[src/rtl/hsfd_pkg.sv]
// ----------------------------------------------------------------------------
// hsfd_pkg
// Shared types, constants and helper functions for the humidity sensor
// frame decoder.
// ----------------------------------------------------------------------------
package hsfd_pkg;

  localparam logic [7:0] CRC_POLY = 8'h31;
  localparam logic [7:0] CRC_INIT = 8'hFF;

  localparam int RAW_W  = 16;
  localparam int PROD_W = 34;
  localparam int QUO_W  = 18;

  localparam logic [17:0] TEMP_GAIN   = 18'd175000;
  localparam logic [16:0] HUM_GAIN    = 17'd125000;
  localparam logic [18:0] TEMP_OFFSET = 19'd45000;
  localparam logic [17:0] HUM_OFFSET  = 18'd6000;
  localparam logic [17:0] HUM_MAX     = 18'd100000;
  localparam logic [18:0] FULL_SCALE  = 19'd65535;

  // position of the next byte within the six-byte response
  typedef enum logic [2:0] {
    POS_B0,
    POS_B1,
    POS_CRC1,
    POS_B3,
    POS_B4,
    POS_CRC2
  } pos_e;

  typedef struct packed {
    logic        kind;
    logic [31:0] serial;
    logic        word1_ok;
    logic        word2_ok;
  } frame_t;

  // one byte through crc-8, msb first
  function automatic logic [7:0] crc8_feed(input logic [7:0] crc, input logic [7:0] b);
    logic [7:0] c;
    c = crc ^ b;
    for (int k = 0; k < 8; k++) begin
      if (c[7]) begin
        c = {c[6:0], 1'b0} ^ CRC_POLY;
      end else begin
        c = {c[6:0], 1'b0};
      end
    end
    return c;
  endfunction

  // floor(p / 65535): p = 65536*a + b gives a + floor((a + b) / 65535),
  // and a + b stays below four times the divisor
  function automatic logic [QUO_W-1:0] div_full_scale(input logic [PROD_W-1:0] p);
    logic [17:0] a;
    logic [18:0] s;
    logic [1:0]  c;
    a = p[PROD_W-1:16];
    s = {1'b0, a} + {3'b000, p[15:0]};
    c = 2'd0;
    if (s >= 3 * FULL_SCALE) begin
      c = 2'd3;
    end else if (s >= 2 * FULL_SCALE) begin
      c = 2'd2;
    end else if (s >= FULL_SCALE) begin
      c = 2'd1;
    end
    return a + {16'd0, c};
  endfunction

endpackage

[src/rtl/hsfd_scale.sv]
// ----------------------------------------------------------------------------
// hsfd_scale
// Two-stage result path: raw readings times gain, then divide by full
// scale, offset and clamp into the output register.
// ----------------------------------------------------------------------------
module hsfd_scale
  import hsfd_pkg::*;
(
  input  logic               clk_i,
  input  logic               rst_ni,
  input  logic               frame_valid_i,
  input  frame_t             frame_i,
  output logic               busy_o,
  output logic               out_valid_o,
  input  logic               out_stall_i,
  output logic               frame_kind_o,
  output logic [31:0]        serial_number_o,
  output logic signed [17:0] temp_mdegc_o,
  output logic [16:0]        rh_mpct_o,
  output logic               first_word_ok_o,
  output logic               second_word_ok_o
);

  logic              s1_valid_q, s1_valid_d;
  frame_t            s1_frame_q;
  logic [PROD_W-1:0] t_prod_q, h_prod_q;
  logic              out_valid_q, out_valid_d;
  logic              out_adv;

  logic [QUO_W-1:0]  t_quo, h_quo, h_off;
  logic signed [18:0] t_wide;
  logic [16:0]       hum_d;

  assign out_adv    = !out_valid_q || !out_stall_i;
  assign busy_o     = s1_valid_q && !out_adv;
  assign s1_valid_d = frame_valid_i || (s1_valid_q && !out_adv);
  assign out_valid_d = out_adv ? s1_valid_q : out_valid_q;

  always_ff @(posedge clk_i or negedge rst_ni) begin
    if (!rst_ni) begin
      s1_valid_q  <= 1'b0;
      out_valid_q <= 1'b0;
    end else begin
      s1_valid_q  <= s1_valid_d;
      out_valid_q <= out_valid_d;
    end
  end

  always_ff @(posedge clk_i) begin
    if (frame_valid_i) begin
      s1_frame_q <= frame_i;
      t_prod_q   <= PROD_W'(TEMP_GAIN) * PROD_W'(frame_i.serial[31:16]);
      h_prod_q   <= PROD_W'(HUM_GAIN) * PROD_W'(frame_i.serial[RAW_W-1:0]);
    end
  end

  always_comb begin
    t_quo  = div_full_scale(t_prod_q);
    h_quo  = div_full_scale(h_prod_q);
    t_wide = signed'({1'b0, t_quo}) - signed'(TEMP_OFFSET);
    h_off  = h_quo - HUM_OFFSET;
    if (h_quo < HUM_OFFSET) begin
      hum_d = 17'd0;
    end else if (h_off > HUM_MAX) begin
      hum_d = HUM_MAX[16:0];
    end else begin
      hum_d = h_off[16:0];
    end
  end

  always_ff @(posedge clk_i) begin
    if (out_adv && s1_valid_q) begin
      frame_kind_o     <= s1_frame_q.kind;
      serial_number_o  <= s1_frame_q.serial;
      temp_mdegc_o     <= t_wide[17:0];
      rh_mpct_o        <= hum_d;
      first_word_ok_o  <= s1_frame_q.word1_ok;
      second_word_ok_o <= s1_frame_q.word2_ok;
    end
  end

  assign out_valid_o = out_valid_q;

endmodule

[src/rtl/humidity_sensor_frame_decoder.sv]
// ----------------------------------------------------------------------------
// humidity_sensor_frame_decoder
// Six-byte response parser with crc-8 checks and temperature / humidity
// scaling.
// ----------------------------------------------------------------------------
// Throughput: one byte per cycle while the input is not stalled; at most one result per six bytes.
// Result path: after the sixth byte is taken, the result passes through the
//   product register and then the output register.
// The input stalls only while a finished result waits and the product stage
//   is full behind it.
// Reset: position, crc, flags, kind and valids clear at once; held bytes do not.
module humidity_sensor_frame_decoder
  import hsfd_pkg::*;
(
  input  logic               clk_i,
  input  logic               rst_ni,
  input  logic               in_valid_i,
  output logic               in_stall_o,
  input  logic [7:0]         rx_byte_i,
  input  logic               first_i,
  input  logic               mode_i,
  output logic               out_valid_o,
  input  logic               out_stall_i,
  output logic               frame_kind_o,
  output logic [31:0]        serial_number_o,
  output logic signed [17:0] temp_mdegc_o,
  output logic [16:0]        rh_mpct_o,
  output logic               first_word_ok_o,
  output logic               second_word_ok_o
);

  pos_e       pos_q, pos_d, pos_cur;
  logic [7:0] crc_q, crc_d;
  logic       ok1_q, ok1_d;
  logic       kind_q, kind_d;
  logic [7:0] held_q [4];
  logic       accept;
  logic       busy;
  logic       frame_valid;
  frame_t     frame;

  assign in_stall_o = busy;
  assign accept     = in_valid_i && !busy;

  always_comb begin
    pos_cur     = first_i ? POS_B0 : pos_q;
    kind_d      = first_i ? mode_i : kind_q;
    pos_d       = pos_q;
    crc_d       = crc_q;
    ok1_d       = ok1_q;
    frame_valid = 1'b0;
    case (pos_cur)
      POS_B0: begin
        crc_d = crc8_feed(CRC_INIT, rx_byte_i);
        pos_d = POS_B1;
      end
      POS_B1: begin
        crc_d = crc8_feed(crc_q, rx_byte_i);
        pos_d = POS_CRC1;
      end
      POS_CRC1: begin
        ok1_d = (crc_q == rx_byte_i);
        crc_d = CRC_INIT;
        pos_d = POS_B3;
      end
      POS_B3: begin
        crc_d = crc8_feed(CRC_INIT, rx_byte_i);
        pos_d = POS_B4;
      end
      POS_B4: begin
        crc_d = crc8_feed(crc_q, rx_byte_i);
        pos_d = POS_CRC2;
      end
      POS_CRC2: begin
        crc_d       = CRC_INIT;
        pos_d       = POS_B0;
        frame_valid = accept;
      end
      default: begin
        pos_d = POS_B0;
      end
    endcase
    frame.kind     = kind_q;
    frame.serial   = {held_q[0], held_q[1], held_q[2], held_q[3]};
    frame.word1_ok = ok1_q;
    frame.word2_ok = (crc_q == rx_byte_i);
  end

  always_ff @(posedge clk_i or negedge rst_ni) begin
    if (!rst_ni) begin
      pos_q  <= POS_B0;
      crc_q  <= CRC_INIT;
      ok1_q  <= 1'b0;
      kind_q <= 1'b0;
    end else if (accept) begin
      pos_q  <= pos_d;
      crc_q  <= crc_d;
      ok1_q  <= ok1_d;
      kind_q <= kind_d;
    end
  end

  // data bytes 0,1,3,4 land in slots 0..3
  always_ff @(posedge clk_i) begin
    if (accept) begin
      case (pos_cur)
        POS_B0:  held_q[0] <= rx_byte_i;
        POS_B1:  held_q[1] <= rx_byte_i;
        POS_B3:  held_q[2] <= rx_byte_i;
        POS_B4:  held_q[3] <= rx_byte_i;
        default: ;
      endcase
    end
  end

  hsfd_scale u_scale (
    .clk_i            (clk_i),
    .rst_ni           (rst_ni),
    .frame_valid_i    (frame_valid),
    .frame_i          (frame),
    .busy_o           (busy),
    .out_valid_o      (out_valid_o),
    .out_stall_i      (out_stall_i),
    .frame_kind_o     (frame_kind_o),
    .serial_number_o  (serial_number_o),
    .temp_mdegc_o     (temp_mdegc_o),
    .rh_mpct_o        (rh_mpct_o),
    .first_word_ok_o  (first_word_ok_o),
    .second_word_ok_o (second_word_ok_o)
  );

endmodule

[config.mk]
export PLATFORM = sky130hd
export DESIGN_NAME = humidity_sensor_frame_decoder
export DESIGN_NICKNAME = d
export VERILOG_FILES = /design/src/rtl/hsfd_pkg.sv /design/src/rtl/hsfd_scale.sv /design/src/rtl/humidity_sensor_frame_decoder.sv
export SDC_FILE = /design/constraint.sdc
export NUM_CORES = 1
export LEC_CHECK = 0
export BUFFER_PORTS_ARGS = -buffer_cell sky130_fd_sc_hd__buf_2
export CORE_MARGIN = 2
export CORE_UTILIZATION = 64
export DETAILED_ROUTE_END_ITERATION = 10
export PLACE_DENSITY = 0.83
export SYNTH_ARGS = -nofsm -noshare
export SYNTH_HDL_FRONTEND = slang
export SYNTH_SLANG_ARGS = --single-unit
[constraint.sdc]
create_clock -name clk_i -period 14.46 [get_ports clk_i]
set_input_delay 1.446 -clock clk_i [delete_from_list [all_inputs] [get_ports clk_i]]
set_output_delay 1.446 -clock clk_i [all_outputs]
set_load 0.02 [all_outputs]
==> metrics.md, run 1 <==
| Metric | Value |
|---|---|
| Outcome | finished clean |
| Num ports | 86 |
| Post-detailed-route count of antenna-violating nets | 0 |
| Final Hold Fails | 0 |
| RSZ-0062 raised after global routing | no |
| Remaining routing DRC violations | 0 |
| Diode count | 0 |
| Cell area power density | 164.6 nW/µm² |
| Post-synthesis sequential area ratio | approximately a third |
| Initial antenna violation count | 0 |
| Kind of critical path | reg -> reg |
| Clk slew on worst S/H paths | 60 ps |
| Postcts setup bufs | 0 |
| Leakage | 8.840 nW |
| Crit share post-route | between 40% and 50% |
| Post-Synthesis Cells | between 1.5k and 2k |
| Cell Area, Placed | 19060 µm² |
| FILL cells | ~1.9k |
| Post-synth ARST share | between 7 and 8% |
| Layout cells sized above 1 | between 10% and 20% |
| Largest net degree at the start of global routing | 82 |
| Top cells by area, synth | edfxtp_1, ha_1, fa_1 |
| Area grow syn2layout | 9.191% |
| Number of max-cap violations | 0 |
| DR iter-0 viols | 670 |
| Post-synth top flop | edfxtp_1 |
| Startpoint types | flip-flop |
| Final Power | between 3 and 4 mW |
| Post-CTS resize count | 0 |
| Port bufs | 85 |
| Die Y | between 150 and 200 µm |
| Worst-margin pin slew | about 1000 ps |
| Hold buffer count at CTS | 0 |
| Synth cell types | 80 |
| Crit path required time | between 10000 and 15000 ps |
| Largest area contributor in the netlist | edfxtp_1 |
| CTS root buffer | clkbuf_16 |
| Final Skew | between 10 and 15 ps |
| Net count of the mapped netlist | about 2.0k |
| Number of global-route vias before repair | 12.08k |
| Vias/cell | around 5.7 |
| Count leader, synth | ha_1 |
| Final GP Congestion | 0.9086 |
| Post-route non-filler standard cell count | roughly 2.1k |
| CTS tree | done |
| Initial core utilization | 65.34% |
| Synth top cells by count | ha_1, inv_1, edfxtp_1, fa_1, xnor2_1 |
| Peak VDD IR | about 250 µV |
| Endpoint arrival time on the critical path | ~6900 ps |
| H-tree Lvls | 1 |
| Final Cell Area | 19870 µm² |
| CORE AREA | between 20000 and 30000 µm² |
| #FFs+latches synth | ~210 |
| CP max FO | 12 |
| Max Slew Vio Count | 0 |
| Skew-Pair Late Insertion Delay | roughly 520 ps |
| Mapped Avg Cell Area | around 11 µm² |
| Total number of vias | between 10k and 15k |
| Synth top area share | between 30% and 40% |
| Mapped Area | 18200 µm² |
| Max Root-Sink Buffers | 3 |
| Final HPWL DP | 28.55 mm |
| Final WL | about 36 mm |
| Total grt overflow | 0 |
| First drt pass iteration count | 6 |
| Slew headroom | approximately a third |
| First-pass GRT wire length | slightly below 60 mm |
| Final net count | 2120 |
| HP Class | reg -> reg |
| Yosys warnings | 0 |
| Total GRT Usage | approximately a quarter |
| Routed WL per cell | roughly 17 µm |
| Post-synth EDFFs | approximately 190 |
| Placed cells | just over 2k |
| Setup violators final | 0 |
| Final setup TNS | 0 ps |
| CTS Buf Count | 24 |
| Rows | between 60 and 70 |
| Die width | around 170 µm |
| Crit end category | flip-flop |
| Die ar. | roughly 30000 µm² |
| CTS Sinks | about 210 |
| Final hold slack | a little over 400 ps |
| Final worst path period need | ~6600 ps |
| Max frequency | approximately 0.15 GHz |
[power breakdown]
group          total (mW)  switching [mW]  internal, mW
clock               0.614           0.250         0.365
combinational        1.83            1.01         0.820
sequential          0.823          0.0305         0.792
[placed cells by master, fill, tap and decap left out, types with 9 or more instances in the layout]
master	synthesis	final
a21o_1	27	27
a21oi_1	76	76
a31oi_1	9	9
and2_1	9	9
buf_2	7	86
clkbuf_16	0	24
edfxtp_1	194	194
fa_1	144	144
ha_1	264	264
inv_1	231	231
nand2_1	68	68
nand2b_1	12	12
nand3_1	28	28
nand4_1	16	16
nor2_1	63	63
nor2b_1	16	16
nor3_1	26	26
nor4_1	10	10
o21a_1	15	15
o21ai_0	50	50
o21bai_1	9	9
or3_1	9	9
xnor2_1	103	103
xor2_1	41	41
[sequential cells by signal, summed over array words and instances, names as in the netlist, 3 cells and up]
| name | cells |
|---|---|
| crc_q | 8 |
| u_scale.t_prod_q | 30 |
| u_scale.s1_frame_q | 35 |
| pos_q | 3 |
| u_scale.rh_mpct_o | 17 |
| u_scale.h_prod_q | 27 |
| u_scale.temp_mdegc_o | 18 |
| u_scale.serial_number_o | 32 |
| held_q | 32 |
[final timing paths]
path / end / from / depth (start not counted) / slack, ps
worst max-delay path: u_scale.rh_mpct_o[13]$_SDFFCE_PP0P_ / u_scale.h_prod_q[19]$_DFFE_PP_ / 24 / 7830
worst min-delay path: u_scale.serial_number_o[18]$_DFFE_PP_ / u_scale.s1_frame_q[20]$_DFFE_PP_ / 0 / 410
worst max register to register: u_scale.rh_mpct_o[13]$_SDFFCE_PP0P_ / u_scale.h_prod_q[19]$_DFFE_PP_ / 24 / 7830
worst min register to register: u_scale.serial_number_o[18]$_DFFE_PP_ / u_scale.s1_frame_q[20]$_DFFE_PP_ / 0 / 410
max in group asynchronous: crc_q[2]$_DFFE_PN1P_ / rst_ni / 1 / 13340
min in group asynchronous: ok1_q$_DFFE_PN0P_ / rst_ni / 1 / 820
[stage by stage]
step | setup slack [ps] | utilization (%)
after floorplan | 2162 | -
after global routing | 7354 | 71.34
after detailed placement | 7925 | 68.40
after CTS | 7894 | 71.32
final | 7833 | 71.34
after global placement | 8128 | 68.40
[critical path, stage by stage (launching register included)]
cell	delay, ps
edfxtp_1	580
ha_1	290
a21o_1	180
a21oi_1	270
o21bai_1	100
a21oi_1	370
o21ai_0	200
xnor2_1	150
nor4_1	550
a21boi_0	190
a211o_1	260
ha_1	230
fa_1	570
nand3_1	150
xnor2_1	210
ha_1	290
a21oi_1	90
o22a_1	230
nand4_2	190
mux2_2	370
a221o_1	300
and4_1	160
o211ai_2	80
o211a_4	290
nor3_2	70
[routing by layer]
metal	wire length, µm	GRT usage (%)	share of wire (%)
met3	2076	3.672	5.8
met2	16590	40.36	46
met5	0	0.1603	0
met4	872	6.802	2.4
met1	16190	33.18	45
[area by class of cell]
cell class                 count  area (µm²)  area share [%]
clock buffer                  26       608.1           3.060
clock inverter                17       205.2           1.032
inverter                     231       867.1           4.363
multi-input combinational   1140       11030           55.52
sequential                   209        6211           31.25
tap                          378       473.0           2.380
timing repair buffer          92       475.5           2.392
[kinds of logic after synthesis]
family	Yosys count	share of synthesized area (%)
adder cells (fa/ha/maj)	408	33.99
AND/OR/NAND/NOR	305	8.971
AO/OA/AOI/OAI	273	10.02
buffers and inverters	253	5.348
flip-flops	209	34.12
XOR/XNOR	145	7.019
multiplexers	9	0.5293
(Power assumes the default switching activity.)
==> inputs of run 2 (changes only) <==
Clock period 14.46 ns to 6.5 ns, I/O delays scaled along.
==> metrics.md, run 2 (synthesized netlist as in run 1, its figures left out) <==
| Metric | Value |
|---|---|
| Startpoint types | flip-flop |
| Outcome | finished clean |
| Total GRT Usage | between 20% and 30% |
| Number of max-cap violations | 0 |
| Commonest non-fill, non-tap cell in the layout | ha_1 |
| Skew-Pair Late Insertion Delay | about 520 ps |
| Final core utilization | between 70 and 80% |
| Largest regs | u_scale.s1_frame_q: 35 flops, held_q: 32 flops, u_scale.serial_number_o: 32 flops |
| Slack of the critical path | approximately 460 ps |
| Leakage | between 8 and 9 nW |
| Final HPWL DP | 29.43 mm |
| Vias/cell | slightly below 6 |
| Max Slew Vio Count | 0 |
| Crit end category | flip-flop |
| Final Hold Fails | 0 |
| Peak VDD IR | 438.8 µV |
| Cell area power density | ~370 nW/µm² |
| Total number of vias | approximately 12k |
| Max Root-Sink Buffers | 3 |
| Post-CTS resize count | 0 |
| Max frequency | between 0.15 and 0.2 GHz |
| DR iter-0 viols | 800 |
| Hold buffer count at CTS | 0 |
| FILL cells | around 2.0k |
| Crit share post-route | 92.85% |
| Setup violators final | 0 |
| Kind of critical path | reg -> reg |
| Die Y | between 150 and 200 µm |
| Number of global-route vias before repair | 12.48k |
| Worst slack, placed | about 500 ps |
| Rows | 61 |
| CTS Buf Count | 24 |
| Endpoint arrival time on the critical path | about 6300 ps |
| Area grow syn2layout | 9.260% |
| Worst-margin pin slew | between 1000 and 1500 ps |
| Final setup TNS | 0 ps |
| Post-route non-filler standard cell count | around 2.1k |
| Die width | ~170 µm |
| Reg with most FFs | u_scale.s1_frame_q |
| Final Power | 7.313 mW |
| Diode count | 0 |
| Initial core utilization | around two thirds |
| Largest net degree at the start of global routing | 80 |
| Die ar. | 29800 µm² |
| Port bufs | between 80 and 90 |
| Final WL | between 30 and 40 mm |
| Routed WL per cell | ~18 µm |
| Final GP Congestion | ~0.9 |
| CORE AREA | 27860 µm² |
| Final Skew | about 8 ps |
| Slew headroom | around 20% |
| First-pass GRT wire length | approximately 62 mm |
| HP Class | in -> async |
| Clk slew on worst S/H paths | 60 ps |
| CTS tree | done |
| Post-detailed-route count of antenna-violating nets | 0 |
| Postcts setup bufs | 0 |
| Layout cells sized above 1 | a little over a tenth |
| RSZ-0062 raised after global routing | no |
| Most frequent cells in the layout | ha_1, inv_1, edfxtp_1 |
| Total grt overflow | 0 |
| Final worst path period need | 6035 ps |
| Crit path required time | just under 7000 ps |
| CTS root buffer | clkbuf_16 |
| CTS Sinks | 209 |
| Num ports | 86 |
| Largest register FFs | 35 |
| H-tree Lvls | 1 |
| Remaining routing DRC violations | 0 |
| Final net count | 2126 |
| Initial antenna violation count | 0 |
| Placed cells | roughly 2.1k |
| CP max FO | 12 |
| First drt pass iteration count | 7 |
==> run 2: cell types whose count changed in the layout (fill, tap and decap cells not counted), sizes merged <==
cell / delta
clkbuf: +6
buf: +6
inv: -6
bufinv: -2
clkinv: +2
==> run 2: final cells by class <==
type	instances	area (µm²)	share of cell area, %
clock inverters	11	95.09	0.4782
flip-flops and latches	209	6211	31.23
repair buffers	98	535.5	2.693
inverters	231	867.1	4.360
clock buffers	32	661.9	3.328
multi-input cells	1140	11040	55.53
well taps	378	473.0	2.378
==> run 2: critical path, stage by stage, from the launching register on <==
cell      delay [ps]
edfxtp_1         570
ha_1             320
or3_1            460
nor3_1           160
o21ai_0          150
a41oi_1          250
xor2_1           100
nor4_1           370
a21boi_0         150
a211o_1          250
ha_1             230
fa_1             400
nand3_1           90
xnor2_1          200
ha_1             290
a21oi_1           90
o22a_1           210
nand4_2          180
mux2_2           370
a221o_1          310
and4_1           170
o211ai_2          80
o211a_4          290
nor2_1            80
==> run 2: worst paths after layout <==
kind	startpoint	end	slack (ps)	cells after the start
setup / recovery	u_scale.h_prod_q[24]$_DFFE_PP_	u_scale.rh_mpct_o[6]$_SDFFCE_PP0P_	460	23
hold / removal	rst_ni	ok1_q$_DFFE_PN0P_	30	1
setup reg to reg	u_scale.h_prod_q[24]$_DFFE_PP_	u_scale.rh_mpct_o[6]$_SDFFCE_PP0P_	460	23
hold reg to reg	u_scale.s1_frame_q[11]$_DFFE_PP_	u_scale.serial_number_o[9]$_DFFE_PP_	410	0
max in group asynchronous	rst_ni	crc_q[1]$_DFFE_PN1P_	6170	1
min in group clk_i	mode_i	kind_q$_DFFE_PN0P_	370	2
==> run 2: where the power goes <==
group / total [mW] / internal, mW / leakage (nW) / switching [mW]
Clock: 1.29 / 0.756 / 0.356 / 0.531
Sequential: 1.83 / 1.76 / 1.93 / 0.0686
Combinational: 4.20 / 1.86 / 6.56 / 2.33
==> run 2: metal layers <==
metal / up-vias / global-route usage, % / share of wire [%]
li1: 5828 / - / -
met1: 5936 / 34.97 / 44
met2: 346 / 42.87 / 48
met3: 71 / 3.914 / 5.5
met4: 0 / 7.372 / 2.6
met5: - / 0 / 0
==> run 2: through the flow <==
step	cell area, µm²	hold WS, ps
5_1_grt	19890	56.38
4_1_cts	19890	28.07
6_report	19890	32.72
3_3_place_gp	19130	402.8
3_5_place_dp	19130	404.5
2_1_floorplan	18220	354.4
==> inputs of run 3 (changes only) <==
==> constraint.sdc (replaced) <==
create_clock -name clk_i -period 6.5 [get_ports clk_i]
set_input_delay 0.975 -clock clk_i [delete_from_list [all_inputs] [get_ports clk_i]]
set_output_delay 0.975 -clock clk_i [all_outputs]
set_load 0.02 [all_outputs]
==> metrics.md, run 3 (synthesized netlist as in run 1, its figures left out) <==
| Metric | Value |
|---|---|
| Outcome | finished clean |
| CP max-delay cell | fa_1 |
| Number of max-cap violations | 0 |
| Crit share post-route | around nine tenths |
| Crit path required time | 6780 ps |
| Remaining routing DRC violations | 0 |
| Vias/cell | between 5 and 6 |
| Cell area power density | 365.0 nW/µm² |
| Final Cell Area | around 20000 µm² |
| Routed WL per cell | 18.35 µm |
| Die ar. | 29800 µm² |
| Max frequency | around 0.17 GHz |
| Total GRT Usage | 26.25% |
| Clk slew on worst S/H paths | ~60 ps |
| Final net count | roughly 2.1k |
| Worst slack, placed | approximately 600 ps |
| Largest net degree at the start of global routing | 78 |
| R2R Path End | u_scale.t_prod_q[33]$_DFFE_PP_ |
| Slew headroom | between 20% and 30% |
| Final WL | around 38 mm |
| CP max FO | 6 |
| Diode count | 0 |
| Endpoint arrival time on the critical path | just over 6000 ps |
| Final GP Congestion | roughly 0.92 |
| Max Root-Sink Buffers | 3 |
| HP Class | in -> async |
| Final Power | approximately 7.2 mW |
| Commonest non-fill, non-tap cell in the layout | ha_1 |
| First drt pass iteration count | 5 |
| Number of global-route vias before repair | between 10k and 15k |
| Die width | 172.6 µm |
| Largest register FFs | 35 |
| Hold buffer count at CTS | 0 |
| CTS Sinks | 209 |
| First-pass GRT wire length | 63.48 mm |
| Setup violators final | 0 |
| Final core utilization | just over 70% |
| CTS Buf Count | 23 |
| Post-detailed-route count of antenna-violating nets | 0 |
| Max incr delay on CP | around 570 ps |
| CTS tree | done |
| CP top delay family | adder cells |
| Final Skew | 10.64 ps |
| Peak VDD IR | 457.4 µV |
| R2R Setup Slk | 560 ps |
| DR iter-0 viols | a little under 900 |
| Initial antenna violation count | 0 |
| Final setup TNS | 0 ps |
| Placed cells | around 2.1k |
| Initial core utilization | about two thirds |
| CORE AREA | roughly 28000 µm² |
| Startpoint types | flip-flop |
| Final worst path period need | 5936 ps |
| Worst r2r path cells | 18 |
| Total number of vias | roughly 12k |
| Buf/Inv on CP | 2 |
| Die Y | 172.6 µm |
| Rows | between 60 and 70 |
| Post-route non-filler standard cell count | about 2.1k |
| Final Hold Fails | 0 |
| Layout cells sized above 1 | between 10 and 15% |
| Crit end category | flip-flop |
| Final HPWL DP | between 30 and 40 mm |
| FILL cells | between 1.5k and 2k |
| Slack of the critical path | around 560 ps |
| Total grt overflow | 0 |
| Final hold slack | about 350 ps |
| Area grow syn2layout | 9.108% |
| Largest regs | u_scale.s1_frame_q: 35 flops, held_q: 32 flops, u_scale.serial_number_o: 32 flops |
| RSZ-0062 raised after global routing | no |
| CP most frequent cell | fa_1 |
| Worst-margin pin slew | 1057 ps |
| Origin of the critical flop-to-flop path | held_q[1][1]$_DFFE_PP_ |
| Kind of critical path | reg -> reg |
| CTS root buffer | clkbuf_16 |
| Cell Area, Placed | approximately 19000 µm² |
| Num ports | 86 |
| Max Slew Vio Count | 0 |
| H-tree Lvls | 1 |
| Reg with most FFs | u_scale.s1_frame_q |
| CP cell instances | ha_1, inv_1, fa_1, fa_1, inv_1, fa_1, fa_1, fa_1, ha_1, nand2_1, o21ai_0, nor2b_1, a21oi_1, a31oi_1, a211oi_1, o31ai_1, a21oi_1, xnor2_1 |
| Most frequent cells in the layout | ha_1, inv_1, edfxtp_1 |
| Skew-Pair Late Insertion Delay | roughly 530 ps |
| Leakage | 8.847 nW |
| Port bufs | 85 |
-- run 3: cell type report --
| type | count | area [µm²] | area share (%) |
|---|---|---|---|
| flip-flops and latches | 209 | 6211 | 31.28 |
| repair buffers | 99 | 530.5 | 2.671 |
| well taps | 378 | 473.0 | 2.382 |
| multi-input cells | 1140 | 11050 | 55.63 |
| inverters | 231 | 867.1 | 4.366 |
| clock buffers | 26 | 586.8 | 2.955 |
| clock inverters | 15 | 143.9 | 0.7245 |
-- run 3: what timing repair did --
action                                  in CTS  in global routing
gates resized for setup                      0                  1
endpoints found under the setup margin       0                 13
setup buffers                                0                  0
endpoints found under the hold margin        0                  0
-- run 3: worst max path at each step --
stage	start	end	cells past startpoint
after global placement	held_q[3][1]$_DFFE_PP_	u_scale.h_prod_q[31]$_DFFE_PP_	20
after global routing	u_scale.h_prod_q[20]$_DFFE_PP_	u_scale.rh_mpct_o[6]$_SDFFCE_PP0P_	25
after detailed placement	u_scale.s1_frame_q[3]$_DFFE_PP_	u_scale.rh_mpct_o[6]$_SDFFCE_PP0P_	24
after CTS	u_scale.s1_frame_q[3]$_DFFE_PP_	u_scale.rh_mpct_o[9]$_SDFFCE_PP0P_	24
final	held_q[1][1]$_DFFE_PP_	u_scale.t_prod_q[33]$_DFFE_PP_	18
after floorplan	u_scale.h_prod_q[20]$_DFFE_PP_	u_scale.rh_mpct_o[4]$_SDFFCE_PP0P_	26
-- run 3: report_power, final --
part	total (mW)	internal [mW]	switching, mW	leakage, nW
Combinational	4.14	1.84	2.30	6.56
Clock	1.28	0.733	0.544	0.353
Sequential	1.83	1.76	0.0665	1.93
-- run 3: metal layers --
metal | share of wire (%) | up-vias | global-route usage, %
li1 | - | 5826 | -
met1 | 45 | 6001 | 37.14
met2 | 47 | 391 | 43.39
met3 | 6.1 | 66 | 3.694
met4 | 2.0 | 0 | 6.090
met5 | 0 | - | 0
